File: config.mk
export PLATFORM = sky130hd
export DESIGN_NAME = text_normalize_title_case
export DESIGN_NICKNAME = d
export VERILOG_FILES = /design/src/hdl/ttc_pkg.sv /design/src/hdl/ttc_result_queue.sv /design/src/hdl/text_normalize_title_case.sv
export SDC_FILE = /design/constraint.sdc
export NUM_CORES = 1
export LEC_CHECK = 0
export ABC_AREA = 1
export BUFFER_PORTS_ARGS = -buffer_cell sky130_fd_sc_hd__buf_2
export CORE_MARGIN = 8
export CORE_UTILIZATION = 50
export DETAILED_ROUTE_END_ITERATION = 8
export PLACE_DENSITY_LB_ADDON = 0.15
export REMOVE_ABC_BUFFERS = 1
export SLEW_MARGIN = 20
export SYNTH_ARGS = -nofsm -noshare
export SYNTH_HDL_FRONTEND = slang
export SYNTH_HIERARCHICAL = 1
export SYNTH_SLANG_ARGS = --single-unit
File: constraint.sdc
create_clock -name clk -period 6.2 [get_ports clk]
set_input_delay 1.24 -clock clk [delete_from_list [all_inputs] [get_ports clk]]
set_output_delay 1.24 -clock clk [all_outputs]
set_load 0.01 [all_outputs]
File: src/hdl/ttc_pkg.sv
package ttc_pkg;

	localparam logic [7:0] CH_SPACE   = 8'h20;
	localparam logic [7:0] CH_UPPER_A = 8'h41;
	localparam logic [7:0] CH_UPPER_Z = 8'h5a;
	localparam logic [7:0] CH_LOWER_A = 8'h61;
	localparam logic [7:0] CH_LOWER_Z = 8'h7a;
	localparam logic [7:0] CH_DIGIT_0 = 8'h30;
	localparam logic [7:0] CH_DIGIT_9 = 8'h39;
	localparam logic [7:0] CASE_DELTA = 8'd32;

	// result queue geometry
	localparam int unsigned RQ_DEPTH = 4;
	localparam int unsigned RQ_AW    = $clog2(RQ_DEPTH);
	localparam int unsigned RQ_CW    = $clog2(RQ_DEPTH + 1);

	typedef struct packed {
		logic [7:0] in_byte;
		logic       in_last;
	} in_t;

	typedef struct packed {
		logic [7:0] out_byte;
		logic       out_valid;
		logic       out_end;
	} out_t;

	// up to two results written to the queue in one cycle; res1 follows res0
	typedef struct packed {
		logic push0;
		logic push1;
		out_t res0;
		out_t res1;
	} push_t;

endpackage

File: src/hdl/ttc_result_queue.sv
module ttc_result_queue (
	input  logic           clk,
	input  logic           arst_n,
	input  ttc_pkg::push_t push,
	output logic           room,
	output logic           out_valid,
	input  logic           out_ready,
	output ttc_pkg::out_t  out_data
);

	ttc_pkg::out_t                mem_q [ttc_pkg::RQ_DEPTH];
	logic [ttc_pkg::RQ_AW-1:0]    wr_ptr_q;
	logic [ttc_pkg::RQ_AW-1:0]    rd_ptr_q;
	logic [ttc_pkg::RQ_CW-1:0]    count_q;
	logic [ttc_pkg::RQ_AW-1:0]    wr_ptr_nx;
	logic                         pop;
	logic [ttc_pkg::RQ_CW-1:0]    n_push;

	assign pop       = out_valid && out_ready;
	assign out_valid = (count_q != '0);
	assign out_data  = mem_q[rd_ptr_q];
	// keep space for the worst case of two results from the next item
	assign room      = (count_q <= ttc_pkg::RQ_CW'(ttc_pkg::RQ_DEPTH - 2));
	assign wr_ptr_nx = wr_ptr_q + ttc_pkg::RQ_AW'(1);
	assign n_push    = ttc_pkg::RQ_CW'(push.push0) + ttc_pkg::RQ_CW'(push.push1);

	always_ff @(posedge clk) begin
		if (push.push0) begin
			mem_q[wr_ptr_q] <= push.res0;
		end
		if (push.push1) begin
			mem_q[wr_ptr_nx] <= push.res1;
		end
	end

	always_ff @(posedge clk or negedge arst_n) begin
		if (!arst_n) begin
			wr_ptr_q <= '0;
			rd_ptr_q <= '0;
			count_q  <= '0;
		end else begin
			wr_ptr_q <= wr_ptr_q + ttc_pkg::RQ_AW'(n_push);
			if (pop) begin
				rd_ptr_q <= rd_ptr_q + ttc_pkg::RQ_AW'(1);
			end
			count_q <= count_q + n_push - ttc_pkg::RQ_CW'(pop);
		end
	end

endmodule

File: src/hdl/text_normalize_title_case.sv
// Streaming title-case normalizer. Feed a string one byte per item with
// in_last on its final byte; letters, digits and single inner spaces come
// out, each word capitalized and the rest lower case, and the final result
// of every string carries out_end (a bare end marker with out_valid low if
// the last byte was not a letter or digit). The block takes one item per
// clock while the result queue has room: each item is classified from its
// input register and its zero, one or two results land in a four-entry result
// queue. Input stalls only while that queue holds more than two results, so
// with the output always ready an item is taken every cycle, and a letter that
// follows a held-back space yields two results, the space and then the letter.
module text_normalize_title_case (
	input  logic          clk,
	input  logic          arst_n,
	input  logic          in_valid,
	output logic          in_ready,
	input  ttc_pkg::in_t  in_data,
	output logic          out_valid,
	input  logic          out_ready,
	output ttc_pkg::out_t out_data
);

	ttc_pkg::in_t   item_s1;
	logic           valid_s1;
	logic           word_seen_q;
	logic           space_pending_q;
	logic           room;
	logic           consume;
	logic           is_upper;
	logic           is_lower;
	logic           is_digit;
	logic           kept;
	logic           word_start;
	logic [7:0]     ch;
	ttc_pkg::out_t  char_res;
	ttc_pkg::out_t  space_res;
	ttc_pkg::out_t  end_res;
	ttc_pkg::push_t push;

	assign consume  = valid_s1 && room;
	assign in_ready = !valid_s1 || consume;

	always_ff @(posedge clk or negedge arst_n) begin
		if (!arst_n) begin
			valid_s1 <= 1'b0;
		end else if (in_ready) begin
			valid_s1 <= in_valid;
		end
	end

	always_ff @(posedge clk) begin
		if (in_ready && in_valid) begin
			item_s1 <= in_data;
		end
	end

	assign is_upper   = (item_s1.in_byte >= ttc_pkg::CH_UPPER_A)
		&& (item_s1.in_byte <= ttc_pkg::CH_UPPER_Z);
	assign is_lower   = (item_s1.in_byte >= ttc_pkg::CH_LOWER_A)
		&& (item_s1.in_byte <= ttc_pkg::CH_LOWER_Z);
	assign is_digit   = (item_s1.in_byte >= ttc_pkg::CH_DIGIT_0)
		&& (item_s1.in_byte <= ttc_pkg::CH_DIGIT_9);
	assign kept       = is_upper || is_lower || is_digit;
	assign word_start = !word_seen_q || space_pending_q;

	always_comb begin
		ch = item_s1.in_byte;
		if (is_upper && !word_start) begin
			ch = item_s1.in_byte + ttc_pkg::CASE_DELTA;
		end else if (is_lower && word_start) begin
			ch = item_s1.in_byte - ttc_pkg::CASE_DELTA;
		end
	end

	assign char_res  = '{out_byte: ch, out_valid: 1'b1, out_end: item_s1.in_last};
	assign space_res = '{out_byte: ttc_pkg::CH_SPACE, out_valid: 1'b1, out_end: 1'b0};
	assign end_res   = '{out_byte: 8'd0, out_valid: 1'b0, out_end: 1'b1};

	always_comb begin
		push = '{push0: 1'b0, push1: 1'b0, res0: char_res, res1: char_res};
		if (consume) begin
			if (kept) begin
				push.push0 = 1'b1;
				// emit the held-back space ahead of the character
				if (space_pending_q) begin
					push.res0  = space_res;
					push.push1 = 1'b1;
				end
			end else if (item_s1.in_last) begin
				push.push0 = 1'b1;
				push.res0  = end_res;
			end
		end
	end

	always_ff @(posedge clk or negedge arst_n) begin
		if (!arst_n) begin
			word_seen_q     <= 1'b0;
			space_pending_q <= 1'b0;
		end else if (consume) begin
			if (item_s1.in_last) begin
				word_seen_q     <= 1'b0;
				space_pending_q <= 1'b0;
			end else if (kept) begin
				word_seen_q     <= 1'b1;
				space_pending_q <= 1'b0;
			end else if (item_s1.in_byte == ttc_pkg::CH_SPACE && word_seen_q) begin
				space_pending_q <= 1'b1;
			end
		end
	end

	ttc_result_queue u_queue (
		.clk       (clk),
		.arst_n    (arst_n),
		.push      (push),
		.room      (room),
		.out_valid (out_valid),
		.out_ready (out_ready),
		.out_data  (out_data)
	);

`ifndef SYNTHESIS
	a_space_needs_word: assert property (@(posedge clk) disable iff (!arst_n)
		space_pending_q |-> word_seen_q)
		else $error("space pending outside a word");

	a_pair_order: assert property (@(posedge clk) disable iff (!arst_n)
		push.push1 |-> push.push0 && consume && push.res0.out_byte == ttc_pkg::CH_SPACE)
		else $error("second result pushed without a leading space");

	a_push_needs_room: assert property (@(posedge clk) disable iff (!arst_n)
		push.push0 |-> room)
		else $error("result pushed into a full queue");

	a_clear_at_end: assert property (@(posedge clk) disable iff (!arst_n)
		consume && item_s1.in_last |=> !word_seen_q && !space_pending_q)
		else $error("word state survives a string end");
`endif

endmodule

== Yosys cells after proc, flatten, opt, wreduce, memory -nomap -nowiden ==
Memories as Yosys holds them, arrays and structs flattened.
Index checks and enable logic that the tools add are counted.
Widths: inputs -> output; s select.

* Register bits: 19
* Bits in writable memories: 40
* Input port bits: 13
* Output and inout port bits: 12
* Logic and storage cells: 64
* Memories kept: 1

* Add/sub/neg operators: 8
* Magnitude comparators: 7
* Eq/ne operators: 1
* Multiplexer cells: 18
* Reductions and logical operators: 21

{| class="wikitable"
|+ Memories
! memory !! words !! bits a word !! rd ports !! clocked after memory_dff !! write ports !! RTL line !! RTL
|-
| u_queue.mem_q || 4 || 10 || 1 || 0 || 2 || ttc_result_queue.sv:11 || <nowiki>ttc_pkg::out_t mem_q [ttc_pkg::RQ_DEPTH];</nowiki>
|}

{| class="wikitable"
|+ Operators by type and width
! cell !! count
|-
| $mux 10 || 2
|-
| $ge 8x7->1 const B || 2
|-
| $le 8x7->1 const B || 2
|-
| $mux 8 || 2
|-
| $mux 1 || 12
|-
| $mux 12 || 1
|-
| $mux 11 || 1
|-
| $logic_and 1x1->1 || 9
|-
| $add 8x6->8 const B || 1
|-
| $eq 8x6->1 const B || 1
|-
| $ge 8x6->1 const B || 1
|-
| $le 8x6->1 const B || 1
|-
| $sub 8x6->8 const B || 1
|-
| $reduce_bool 3->1 || 2
|-
| $add 2x1->2 const B || 2
|-
| $logic_or 1x1->1 || 4
|-
| $reduce_and 2->1 || 2
|-
| $add 3x3->3 || 1
|-
| $le 3x2->1 const B || 1
|-
| $logic_not 1->1 || 3
|-
| $sub 3x1->3 || 1
|-
| $add 1x1->2 || 1
|-
| $add 2x2->2 || 1
|-
| $reduce_bool 2->1 || 1
|}

== Depth between registers and ports, before layout ==
* Depth after elaboration: 11
* Depth in mapped cells: 20
* Depth with buffers taken out: 20

== Cells and area by module ==
The synthesis kept the hierarchy.

{| class="wikitable"
|+ By module, submodules not included
! module !! instances !! cells each !! area an instance (µm²) !! sequential area each (µm²)
|-
| ttc_result_queue || 1 || 287 || 2600.0 || 1376.3
|-
| text_normalize_title_case || 1 || 114 || 902.1 || 345.3
|}

== Worst setup path before layout ==
Ideal clock, no wire load.

* Path type: register -> register
* Start: reg item_s1[7] (netlist bit)
* End: reg u_queue/count_q[2] (netlist bit)
* Library setup time: 117 ps
* Data arrival time: 2896 ps
* Data required time: 6083 ps
* Setup slack: 3188 ps
* Cell stages (with the launch flop): 19
* Buffers on the path: 0
* Clock period less this slack: 3012 ps
* Cells stage by stage: edfxtp_1 -> inv_1 -> ha_1 -> nand3_1 -> o21ai_0 -> nand2_1 -> nand3_4 -> nand3_4 -> inv_1 -> ha_1 -> inv_1 -> ha_1 -> inv_1 -> ha_1 -> inv_1 -> fa_1 -> xor2_1 -> nand2_1 -> nand2_1

{| class="wikitable"
|+ RTL lines
! element !! RTL line !! RTL
|-
| start: declaration || text_normalize_title_case.sv:22 || <nowiki>ttc_pkg::in_t item_s1;</nowiki>
|-
| start signal: assignment || text_normalize_title_case.sv:52 || <nowiki>item_s1 <= in_data;</nowiki>
|-
| end signal: assignment || ttc_result_queue.sv:46 || <nowiki>count_q <= count_q + n_push - ttc_pkg::RQ_CW'(pop);</nowiki>
|-
| end: declaration || ttc_result_queue.sv:14 || <nowiki>logic [ttc_pkg::RQ_CW-1:0] count_q;</nowiki>
|}

==> impl_results.md <==
* Max incr delay on CP at slightly above 1000 ps
* RSZ-0062 raised after global routing: false
* Final period util at 54.52%
* Post-DP Area at 3633 um2
* Clock buffer depth at 2
* GRT Residual Overflow at 0
* Power per cell area at 458.8 nW/um2
* Drt pass-1 iters at 5
* 1st-iter DRT viols at 136
* Final instance area at around 3800 um2
* Final ANT Viol Nets at 0
* Num CTS Buffers at 9
* Crit path cell chain: inv_2 -> o21ai_0 -> nand2_1 -> buf_2
* Clock Skew at 8.090 ps
* Peak VDD IR at roughly 0.26 mV
* Crit end category: output port
* Initial Utilization at approximately half
* Netlist cell types at 31
* PostCTS Resize Cnt at 0
* CTS clk-pin slew, worst paths at 60 ps
* Vias at 2,575
* Leak at 1.782 nW
* Crit Path Category: reg2out
* Detailed placement HPWL at 4.923 mm
* Critical path buffers and inverters at 2
* Fraction of layout cells with a size suffix above 1 at 20.61%
* Tmin final at approximately 3400 ps
* Fmax achieved at 0.2958 GHz
* Post-Synthesis Cells at 401
* First-pass GRT wire length at 12.43 mm
* Die Ht at 99.69 um
* Final worst slack at 2820 ps
* Max FO, Critical Path at 33
* Actual slew at the worst max-slew pin at 1027 ps
* Total Wirelength at 7.062 mm
* Worst Hold Class: reg2reg
* Core box area at slightly below 7000 um2
* Root Driver: clkbuf_8
* Rows at 30
* Worst slew margin at 31.55%
* Critical path's slowest cell: dfrtp_1
* Post-CTS setup buffer count at 0
* Antenna violations before repair at 0
* WL per Instance at 13.50 um
* Total track usage at 15.88%
* CP top delay family: flip-flops
* Final Max Tran Viols at 0
* Hold Vio Cnt, Final at 0
* Setup WS pre-CTS at 2981 ps
* Post-Syn Area at 3502 um2
* Crit path DAT at roughly 2100 ps
* Ys Warns at 6
* Syn_area_per_cell at approximately 8.7 um2
* Finish-stage setup viols at 0
* Worst hold slack at 477.6 ps
* Worst setup SP type: register
* I/O Buffers at 24
* Maxcap violations at 0
* N_diodes at 0
* Status: finished, final reports clean
* Routability cong. at 0.9248
* Vias in the first global route at roughly 2,600
* Latest clock arrival within the worst-skew pair at 340 ps
* Chip width at 99.69 um
* Synth area leader: edfxtp_1
* Hold Crit Depth at 2
* Top-area cell type share of the netlist area at 42.02%
* CTS sink cnt at a little under 60
* CTS H-tree depth at 3
* Critical Path RT at 4960 ps
* CTS tree: done
* Post-CTS Hold Buffers at 0
* Number of nets in the layout at 444
* Largest net degree at the start of global routing at 34
* Synth top area cells: edfxtp_1, nand2_1, dfrtp_1
* Critical Path Stages at 4
* Vias/cell at 4.924
* Setup TNS at 0 ps
* Die ar. at 9938 um2
* Area grow syn2layout at 9.646%
* Post-synthesis register bit count at 59
* R2R depth at 18
* DRC violations left at 0
* Final Power at between 1.5 and 2 mW
* Seq/Total Area, Yosys at 49.16%
* Top Ports at 25
==> state kept, by name, indices dropped and copies added, names as in the netlist <==
name              cells
space_pending_q       1
item_s1               8
char_res              1
valid_s1              1
u_queue/mem_q        40
u_queue/rd_ptr_q      2
word_seen_q           1
u_queue/count_q       3
u_queue/wr_ptr_q      2
==> synth_stat cells <==
| cell | count |
|---|---|
| xor2_1 | 1 |
| dfrtp_1 | 10 |
| inv_2 | 4 |
| nor3_1 | 1 |
| buf_2 | 6 |
| nor2_1 | 32 |
| xnor2_1 | 1 |
| nand2_4 | 4 |
| buf_8 | 1 |
| edfxtp_1 | 49 |
| ha_1 | 8 |
| o41ai_1 | 1 |
| nand3_2 | 4 |
| nand4_4 | 1 |
| nand2_2 | 5 |
| buf_4 | 2 |
| nand3_4 | 3 |
| nand4_1 | 2 |
| o21ai_2 | 21 |
| fa_1 | 1 |
| a21oi_1 | 5 |
| or2_1 | 1 |
| o21ai_0 | 15 |
| inv_1 | 53 |
| o21ai_1 | 25 |
| nand3_1 | 14 |
| buf_6 | 4 |
| nand2_1 | 115 |
| clkbuf_1 | 1 |
| conb_1 | 1 |
| nor2_2 | 10 |
==> layer usage <==
layer	global-route usage, %	vias to the layer above	part of all wire [%]
met4	7.916	0	1.7
met1	20.29	1166	48
met5	0	-	0
met2	24.99	53	46
met3	3.073	12	4.0
li1	-	1344	-
==> cell families after synthesis <==
logic type,count (synthesis),share of synthesized area [%]
simple gates,192,25.65
other cells,1,0.1071
fa+ha+maj,9,3.430
compound gates,67,11.93
xor+xnor,2,0.5003
flops,59,49.16
buf+inv,71,9.217
==> report_power, final <==
group	total, mW	internal [mW]	switching, mW
Clock	0.372	0.221	0.151
Combinational	0.730	0.254	0.476
Sequential	0.659	0.574	0.0854
Total	1.76	1.05	0.713
==> per-stage QoR <==
step,util (%),cells
2_1_floorplan,-,387
3_3_place_gp,53.48,507
3_5_place_dp,53.48,507
4_1_cts,56.52,523
5_1_grt,56.52,523
6_report,56.52,523
==> worst register-to-register path, cell delays in order, from the launching register on <==
cell	delay [ps]
edfxtp_1	500
inv_1	160
ha_1	160
nand3_1	70
o21ai_0	170
nand2_1	150
nand3_4	140
nand3_4	90
inv_1	220
ha_1	290
inv_1	60
ha_1	210
inv_1	60
ha_1	130
inv_1	50
fa_1	410
xor2_1	160
nand2_1	60
nand2_1	40
==> cells in the final DEF (no fill, tap or decap), types with 2 or more instances in the layout <==
cell         n
inv_2        4
nand3_2      4
nand4_1      2
nand2_4      4
nor2_1      32
bufinv_16    2
a21oi_1      5
inv_1       53
o21ai_2     21
ha_1         8
clkinv_1     4
clkbuf_8     9
edfxtp_1    49
o21ai_1     25
nor2_2      10
nand2_1    115
buf_2       24
o21ai_0     15
nand2_2      5
dfrtp_1     10
nand3_4      3
nand3_1     14
==> worst paths after layout <==
| path | from | to | slack, ps |
|---|---|---|---|
| max reg2reg | item_s1[7] | u_queue/count_q[2] | 2960 |
| min reg2reg | u_queue/rd_ptr_q[1] | u_queue/rd_ptr_q[1] | 480 |
| max | u_queue/rd_ptr_q[0] | out_data[9] | 2820 |
| max in group asynchronous | arst_n | u_queue/count_q[0] | 5240 |
| min | u_queue/rd_ptr_q[1] | u_queue/rd_ptr_q[1] | 480 |
| min in group asynchronous | arst_n | u_queue/rd_ptr_q[1] | 760 |
==> cell type report <==
class / instances / area [um2]
fillers: 592 / 2954
flip-flops and latches: 59 / 1722
multi-input cells: 271 / 1458
inverters: 57 / 214.0
clock buffers: 9 / 123.9
repair buffers: 24 / 120.1
well taps: 96 / 120.1
clock inverters: 7 / 82.58
Note: power is estimated with default switching activity, not from simulation.
